===== src/sv/mtwg_pkg.sv =====
// shared types, constants and word functions of the mersenne twister word generator
package mtwg_pkg;

  typedef logic [31:0] word_t;
  typedef logic [9:0]  addr_t;
  typedef logic [15:0] half_t;

  localparam int    StateWordsInt = 624;
  localparam int    TapOffsetInt  = 397;

  localparam addr_t STATE_WORDS = addr_t'(StateWordsInt);
  localparam addr_t LAST_WORD   = addr_t'(StateWordsInt - 1);
  localparam addr_t TAP_OFFSET  = addr_t'(TapOffsetInt);
  localparam addr_t TAP_WRAP    = addr_t'(StateWordsInt - TapOffsetInt);
  localparam addr_t UNSEEDED    = addr_t'(StateWordsInt + 1);

  localparam word_t TWIST_MATRIX = 32'h9908_b0df;
  localparam word_t TEMPER_B     = 32'h9d2c_5680;
  localparam word_t TEMPER_C     = 32'hefc6_0000;
  localparam word_t LCG_MULT     = 32'd69069;
  localparam word_t SEED_DEFAULT = 32'd4357;

  localparam logic REQ_DRAW = 1'b0;
  localparam logic REQ_LOAD = 1'b1;

  typedef enum logic [2:0] {
    ST_IDLE,
    ST_READ,
    ST_FILL_HI,
    ST_FILL_LO,
    ST_TW_PRIME,
    ST_TW_FIRST,
    ST_TWIST
  } state_t;

  function automatic word_t lcg_step(input word_t s);
    return s * LCG_MULT + 32'd1;
  endfunction

  function automatic addr_t next_of(input addr_t k);
    return (k == LAST_WORD) ? '0 : k + 10'd1;
  endfunction

  function automatic addr_t tap_of(input addr_t k);
    return (k >= TAP_WRAP) ? k - TAP_WRAP : k + TAP_OFFSET;
  endfunction

  function automatic word_t twist_word(input word_t cur, input word_t nxt, input word_t tap);
    word_t y;
    word_t v;
    y = {cur[31], nxt[30:0]};
    v = tap ^ (y >> 1);
    if (y[0]) begin
      v = v ^ TWIST_MATRIX;
    end
    return v;
  endfunction

  function automatic word_t temper(input word_t w);
    word_t y;
    y = w;
    y = y ^ (y >> 11);
    y = y ^ ((y << 7) & TEMPER_B);
    y = y ^ ((y << 15) & TEMPER_C);
    y = y ^ (y >> 18);
    return y;
  endfunction

endpackage


===== src/sv/mtwg_out.sv =====
// tempering and output register of the result channel
module mtwg_out (
  input  logic           clk,
  input  logic           rst,
  input  logic           load,
  input  mtwg_pkg::word_t raw_word,
  output logic           free,
  output mtwg_pkg::word_t random_word,
  output logic           rsp_valid,
  input  logic           rsp_stall
);
  import mtwg_pkg::*;

  assign free = !rsp_valid || !rsp_stall;

  always_ff @(posedge clk) begin
    if (rst) begin
      rsp_valid <= 1'b0;
    end else if (load) begin
      rsp_valid <= 1'b1;
    end else if (rsp_valid && !rsp_stall) begin
      rsp_valid <= 1'b0;
    end
  end

  always_ff @(posedge clk) begin
    if (load) begin
      random_word <= temper(raw_word);
    end
  end

  // a new word may only enter when the held one is gone or leaving
  a_load_when_free: assert property (@(posedge clk) disable iff (rst)
    load |-> free)
    else $error("output register overwritten while stalled");

endmodule


===== config.mk =====
export PLATFORM = sky130hd
export DESIGN_NAME = mtwg_out
export DESIGN_NICKNAME = d
export VERILOG_FILES = /design/src/sv/mtwg_pkg.sv /design/src/sv/mtwg_out.sv
export SDC_FILE = /design/constraint.sdc
export NUM_CORES = 1
export LEC_CHECK = 0
export BUFFER_PORTS_ARGS = -buffer_cell sky130_fd_sc_hd__clkbuf_2
export CAP_MARGIN = 15
export CORE_UTILIZATION = 34
export CTS_CLUSTER_SIZE = 14
export DETAILED_ROUTE_END_ITERATION = 10
export PLACE_DENSITY = 0.66
export SETUP_SLACK_MARGIN = 0.4
export SYNTH_ARGS = -nofsm -noshare
export SYNTH_HDL_FRONTEND = slang
export SYNTH_SLANG_ARGS = --single-unit
export TNS_END_PERCENT = 10

===== constraint.sdc =====
create_clock -name clk -period 3.3 [get_ports clk]
set_input_delay 0.33 -clock clk [delete_from_list [all_inputs] [get_ports clk]]
set_output_delay 0.33 -clock clk [all_outputs]
set_load 0.05 [all_outputs]

==> run summary, run 1 <==
Status - finished, violations left
Failing checks - design-rule violations
Nets - 206
Crit path cell chain - clkbuf_2, xor2_2, xnor3_1, xnor2_1
Iteration-0 DRC Markers - 65
Cell taking the most area after synthesis - edfxtp_1
Post-CTS Setup Repair Bufs - 0
Slew Limit Headroom - 45.60%
Initial Util - 36.10%
Antenna diodes - 0
Via density - 4.278
Post-DP HPWL - 2128 microns
Synthesized area - 0.001615 sq mm
Clock sink count - 33
End of the worst register-to-register path - rsp_valid$_SDFFE_PP0P_
Comb pwr share - 38.3%
Critical path origin - raw_word[30]
Proportion of layout cells with a drive suffix above 1 - 45.61%
Async SR Flop Fraction - 0%
Cell variety after synth - 11
Crit path kind - in2reg
Post-cts sizing count - 0
Gr ovfl total - 0
Post-synth EDFFs - 32
Die X - 70.93 microns
Hold path startpoint - rst
First-pass GRT wire length - 4457 microns
Sequential cell fraction of total power - 41.4%
RSZ-0062 raised after global routing - false
Slew @ Worst Pin - 816.1 ps
CTS root buf - clkbuf_8
RR Startpoint - rsp_valid$_SDFFE_PP0P_
YS warnings - 0
Initial antenna violation count - 0
WHS Endpoint - rsp_valid$_SDFFE_PP0P_
Worst-path maximum fanout - 3
Largest net degree at the start of global routing - 34
Clock transition at the registers of the reported paths - 60 ps
Full die area - 0.005030 sq mm
Via Count - 954
WHS Path Cells - 2
Cts bufs inserted - 5
I/O pin cnt - 70
R2R Setup Slk - 2700 ps
Cell Int Power - 0.8710 mW
Power Density - 666.6 mW/mm^2
Max-slew violations - 0
Final WL - 2695 microns
Worst Path Required - 3330 ps
Hold/Removal Path Class - in2reg
Critical path buffer and inverter count - 1
Syn Nets - 130
Sw Pwr - 0.5328 mW
Tcrit/Tclk final - 39.22%
Vias in the first global route - 980
Fmax - 772.5 MHz
Gpl congestion - 0.7343
Delay-heaviest family, CP - XOR/XNOR gates
Row count - 24
Die outline height - 70.93 microns
Main synth FF type - edfxtp_1
Hold_buf cts - 0
Post-Syn Instances - 94
Critical Path Slowest Stage Cell - xnor3_1
Worst VDD drop - 0.1841 mV
DRT antenna net count - 0
DRC errors left - 16
Synth area leaders - edfxtp_1 (59%), xnor2_1 (17%), xor2_1 (8.7%)
Clock network power share - 20.2%
Most frequent cells after synthesis - edfxtp_1 (32), xnor2_1 (32), xor2_1 (16), xnor3_1 (5), xnor2_2 (3)
Switch share - 37.96%
Clk_lat worst skew - 280 ps
R2R depth - 2
Avg WL per Cell - 12.09 microns
Critical Path Start Type - primary input
Drt pass-1 iters - 7
Critical Path AT - 1320 ps
Max clock buf depth - 2
Core region area - 0.004474 sq mm
Minimum hold slack - 197.9 ps
Htree depth - 2
Clock skew - 0 ps
Top-area cell type share of the netlist area - 59.49%
Sequential share of the synthesized area - 60.73%
Max-capacitance violation count - 0
Leakage - 0.9089 nW
Register bit total from synthesis - 33
CTS tree - yes
Layout area overhead - 30.36%
Placed cells - 215
Syn Area/Cell - 17.18 sq um
Pwr Total - 1.404 mW
Crit path time final - 1294 ps
Final Util - 47.06%
Final hold vios - 0
IO Port Bufs - 69
Final setup violating endpoints - 0
Slowest stage delay, CP - 420 ps
Final Non-Filler Cells - 223
GRT Util Overall - 11.97%
Final setup TNS - 0 ps
WP depth - 4
Crit. End Element - flip-flop
## layout by cell type, fill, tap and decap left out
master / Yosys / routed
a21oi_1: 1 / 1
clkbuf_1: 0 / 3
clkbuf_2: 0 / 69
clkbuf_8: 0 / 5
dfxtp_1: 1 / 1
edfxtp_1: 32 / 32
nand2_1: 1 / 1
nor2_1: 1 / 1
xnor2_1: 32 / 32
xnor2_2: 3 / 3
xnor3_1: 5 / 5
xor2_1: 16 / 16
xor2_2: 1 / 1
xor3_1: 1 / 1
## final cells by class
type	count	area, sq um
timing repair buffer	69	345.3
multi-input combinational	61	634.4
clock buffer	8	80.08
sequential	33	980.9
fill	405	2369
tap	52	65.06
## power groups by stage
stage | clock network, mW | logic, mW | registers [mW]
floorplan | 0 | 0.153 | 0.856
CTS | 0.295 | 0.545 | 0.583
global placement | 0 | 0.538 | 0.590
finish | 0.284 | 0.538 | 0.582
global route | 0.313 | 0.566 | 0.589
detailed placement | 0 | 0.545 | 0.592
## worst max path at each step
stage | to | slack, ps
3_3_place_gp | random_word[8]$_DFFE_PP_ | 1700
2_1_floorplan | free | 1910
6_report | random_word[8]$_DFFE_PP_ | 2010
3_5_place_dp | random_word[8]$_DFFE_PP_ | 1690
5_1_grt | random_word[0]$_DFFE_PP_ | 1920
4_1_cts | random_word[8]$_DFFE_PP_ | 1990
## through the flow
step | area, sq um | setup WS (ps)
CTS | 2106 | 1989
global route | 2106 | 1925
finish | 2106 | 2006
floorplan | 1615 | 1910
detailed placement | 2026 | 1685
global placement | 2026 | 1701
## worst reg2reg max path: stages (launching register included)
cell	delay, ps
dfxtp_1	320
a21oi_1	120
nor2_1	50
## sequential cells by signal, indices dropped and copies added, names as in the netlist
| name | flops |
|---|---|
| random_word | 32 |
| rsp_valid | 1 |
## metal layers
layer	up-vias	wire length, microns	track usage (%)
li1	475	-	-
met1	429	1127	13.25
met2	43	1276	19.44
met3	7	215	4.701
met4	0	75	7.333
met5	-	0	0
## cells by family (layout without fill, tap and decap cells)
| logic type | after synthesis | in the layout | share of synthesized area (%) |
|---|---|---|---|
| DFF | 33 | 33 | 60.73 |
| xor gates and xnor gates | 58 | 58 | 38.50 |
| AOI/OAI and AO/OA | 1 | 1 | 0.3095 |
| and+or+nand+nor | 2 | 2 | 0.4643 |
| buffers and inverters | 0 | 77 | 0 |
(Power assumes the default switching activity.)
==> inputs of run 2 (changes only) <==
- ABC_AREA: unset -> 1
- PLACE_DENSITY: 0.66 -> 0.65
- clock period: 3.3 -> 1.2 ns (I/O delays scaled with it)
==> run summary, run 2 <==
DRT antenna net count - 0 (unchanged)
End of the worst register-to-register path - rsp_valid$_SDFFE_PP0P_
Clock transition at the registers of the reported paths - 60 ps (about the same)
RSZ-0062 raised after global routing - true
Initial antenna violation count - 0 (unchanged)
Max-capacitance violation count - 0 (unchanged)
Crit path cell chain - clkbuf_4
Worst-path maximum fanout - 1 (-2)
Nets - 327 (+59%)
GRT Util Overall - 13.31% (+1.3 points)
Met2 Use GR - 22.88% (+3.4 points)
Largest regs - random_word (32), rsp_valid (1)
Crit path time final - 1002 ps
I/O pin cnt - 70 (unchanged)
Slew @ Worst Pin - 276.7 ps (-539.3 ps)
Largest net degree at the start of global routing - 34 (unchanged)
Cell variety after synth - 17 (+6)
Post-synth EDFFs - 32 (unchanged)
Via Count - 1,553 (+63%)
Layout area overhead - 37.80%
Syn Area/Cell - 9.071 sq um (-47%)
Post-Syn Instances - 208 (+120%)
Delay-heaviest family, CP - flip-flops
Crit. End Element - primary output
Minimum hold slack - 86.70 ps (-111.2 ps)
Avg WL per Cell - 10.01 microns (-17%)
Cell taking the most area after synthesis - edfxtp_1
Proportion of layout cells with a drive suffix above 1 - 33.90% (-12 points)
Post-CTS Setup Repair Bufs - 0 (unchanged)
Hold path startpoint - rsp_stall
Top-count cell post-synth - nand2_1
Final WL - 3622 microns (+34%)
Tcrit/Tclk final - 83.51%
Fmax - 997.9 MHz
Cts bufs inserted - 5 (unchanged)
Final Instance Area - 0.002600 sq mm (+23%)
Most frequent cells in the layout - nand2_1 (88), clkbuf_2 (44), edfxtp_1 (32)
Clock skew - 0 ps (unchanged)
Initial Util - 36.02% (-0.077 points)
Fillcell total - 513 (+27%)
Max reg flops - 32 (unchanged)
WHS Endpoint - rsp_valid$_SDFFE_PP0P_
Most common cell after layout, fill and taps aside - nand2_1
Clk_lat worst skew - 270 ps (about the same)
Async SR Flop Fraction - 0% (unchanged)
Worst VDD drop - 0.5455 mV (+200%)
Post-DP HPWL - 2966 microns (+39%)
Htree depth - 2 (unchanged)
Pwr Total - 3.748 mW (+170%)
Critical Path Slowest Stage Cell - edfxtp_1
Met3 Resource Use GR - 3.713% (-0.99 points)
IO Port Bufs - 69 (unchanged)
RR Startpoint - rsp_valid$_SDFFE_PP0P_
Iteration-0 DRC Markers - 51 (-22%)
Gpl congestion - 0.8256 (+12%)
Worst Path Required - 1080 ps (-2250 ps)
DRC errors left - 0 (-16)
Drt pass-1 iters - 4 (-3)
Final setup violating endpoints - 0 (unchanged)
Critical path buffer and inverter count - 1 (unchanged)
Antenna diodes - 0 (unchanged)
Largest Register - random_word
R2R Setup Slk - 640 ps (-2060 ps)
Core region area - 0.005238 sq mm (+17%)
Critical Path AT - 880 ps (-440 ps)
Slowest stage delay, CP - 380 ps (-40 ps)
Clock sink count - 33 (unchanged)
CTS root buf - clkbuf_8
Max-slew violations - 0 (unchanged)
Final hold vios - 0 (unchanged)
Top-area cell type share of the netlist area - 50.93% (-8.6 points)
Max clock buf depth - 2 (unchanged)
First-pass GRT wire length - 6106 microns (+37%)
Vias in the first global route - 1,458 (+49%)
Most frequent cells after synthesis - nand2_1 (91), edfxtp_1 (32), inv_1 (27), xor2_1 (17), xnor2_1 (13)
R2R depth - 2 (unchanged)
Gr busiest metal - met2
Hold/Removal Path Class - in2reg
Synth area leaders - edfxtp_1 (51%), nand2_1 (18%), xor2_1 (7.9%)
Status - complete, no violations
Crit path kind - reg2out
CTS tree - yes
Die outline height - 76.50 microns (+7.9%)
Sequential share of the synthesized area - 51.99% (-8.7 points)
Critical Path Start Type - flip-flop
Full die area - 0.005851 sq mm (+16%)
Main synth FF type - edfxtp_1
Syn Nets - 244 (+88%)
Register bit total from synthesis - 33 (unchanged)
DP Area - 0.002400 sq mm (+18%)
Leakage - 1.321 nW (+45%)
Die X - 76.50 microns (+7.9%)
WHS Path Cells - 3 (+1)
Via density - 4.290 (+0.28%)
Gr ovfl total - 0 (unchanged)
Slew Limit Headroom - 81.63% (+36 points)
Met1 Use GR - 14.74% (+1.5 points)
Power Density - 1442 mW/mm^2 (+120%)
Row count - 26 (+8.3%)
Synthesized area - 0.001887 sq mm (+17%)
YS warnings - 0 (unchanged)
==> run 2: cell types whose count changed after synthesis, moves of 5 or more <==
cell / delta
nand2_1: +90
inv_1: +27
xnor2_1: -19
nand3_1: +10
nand2_2: +5
xnor3_1: -5
==> run 2: cell families (layout without fill, tap and decap cells) <==
kind of cell | Yosys count | after routing | synth area share [%]
xor gates and xnor gates | 34 | 34 | 17.37
DFF | 33 | 33 | 51.99
buffers and inverters | 28 | 112 | 5.968
and+or+nand+nor | 112 | 112 | 24.40
AOI/OAI and AO/OA | 1 | 1 | 0.2650
==> run 2: worst max-delay path by stage <==
| stage | start | end | slack, ps | cells past startpoint |
|---|---|---|---|---|
| 5_1_grt | random_word[15]$_DFFE_PP_ | random_word[15] | 170 | 1 |
| 4_1_cts | random_word[22]$_DFFE_PP_ | random_word[22] | 190 | 1 |
| 3_3_place_gp | raw_word[14] | random_word[7]$_DFFE_PP_ | 20 | 9 |
| 3_5_place_dp | raw_word[14] | random_word[7]$_DFFE_PP_ | -20 | 9 |
| 6_report | random_word[14]$_DFFE_PP_ | random_word[14] | 200 | 1 |
| 2_1_floorplan | raw_word[14] | random_word[0]$_DFFE_PP_ | 180 | 9 |
==> run 2: power by group <==
group / total [mW] / internal [mW] / switching, mW
clock: 0.828 / 0.467 / 0.361
sequential: 1.53 / 1.48 / 0.0488
combinational: 1.39 / 0.435 / 0.960
==> run 2: final cells by class <==
| class | count | area [sq um] | share of cell area (%) |
|---|---|---|---|
| inverters | 27 | 101.3 | 3.898 |
| well taps | 70 | 87.58 | 3.369 |
| flip-flops and latches | 33 | 982.2 | 37.78 |
| multi-input cells | 147 | 820.8 | 31.57 |
| clock buffers | 8 | 90.09 | 3.465 |
| repair buffers | 77 | 518.0 | 19.92 |
==> run 2: timing repair <==
item	4_1_cts	5_1_grt
endpoints found under the hold margin	1	0
resized for setup	27	11
endpoints found under the setup margin	46	52
hold buffers	1	0
gates cloned	0	0
pin swaps	0	0
==> run 2: metrics by stage <==
step	instances	setup slack, ps	TNS [ps]	util (%)
final	362	197.9	0	49.64
after global routing	362	173.4	0	49.64
after CTS	362	194.4	0	49.31
after detailed placement	353	-18.36	-18.36	45.82
after global placement	353	23.28	0	45.82
after floorplan	208	176.3	0	-
==> run 2: layer usage <==
metal,up-vias,wire length (microns)
li1,810,-
met1,677,1502
met2,55,1769
met3,11,237
met4,0,112
met5,-,0
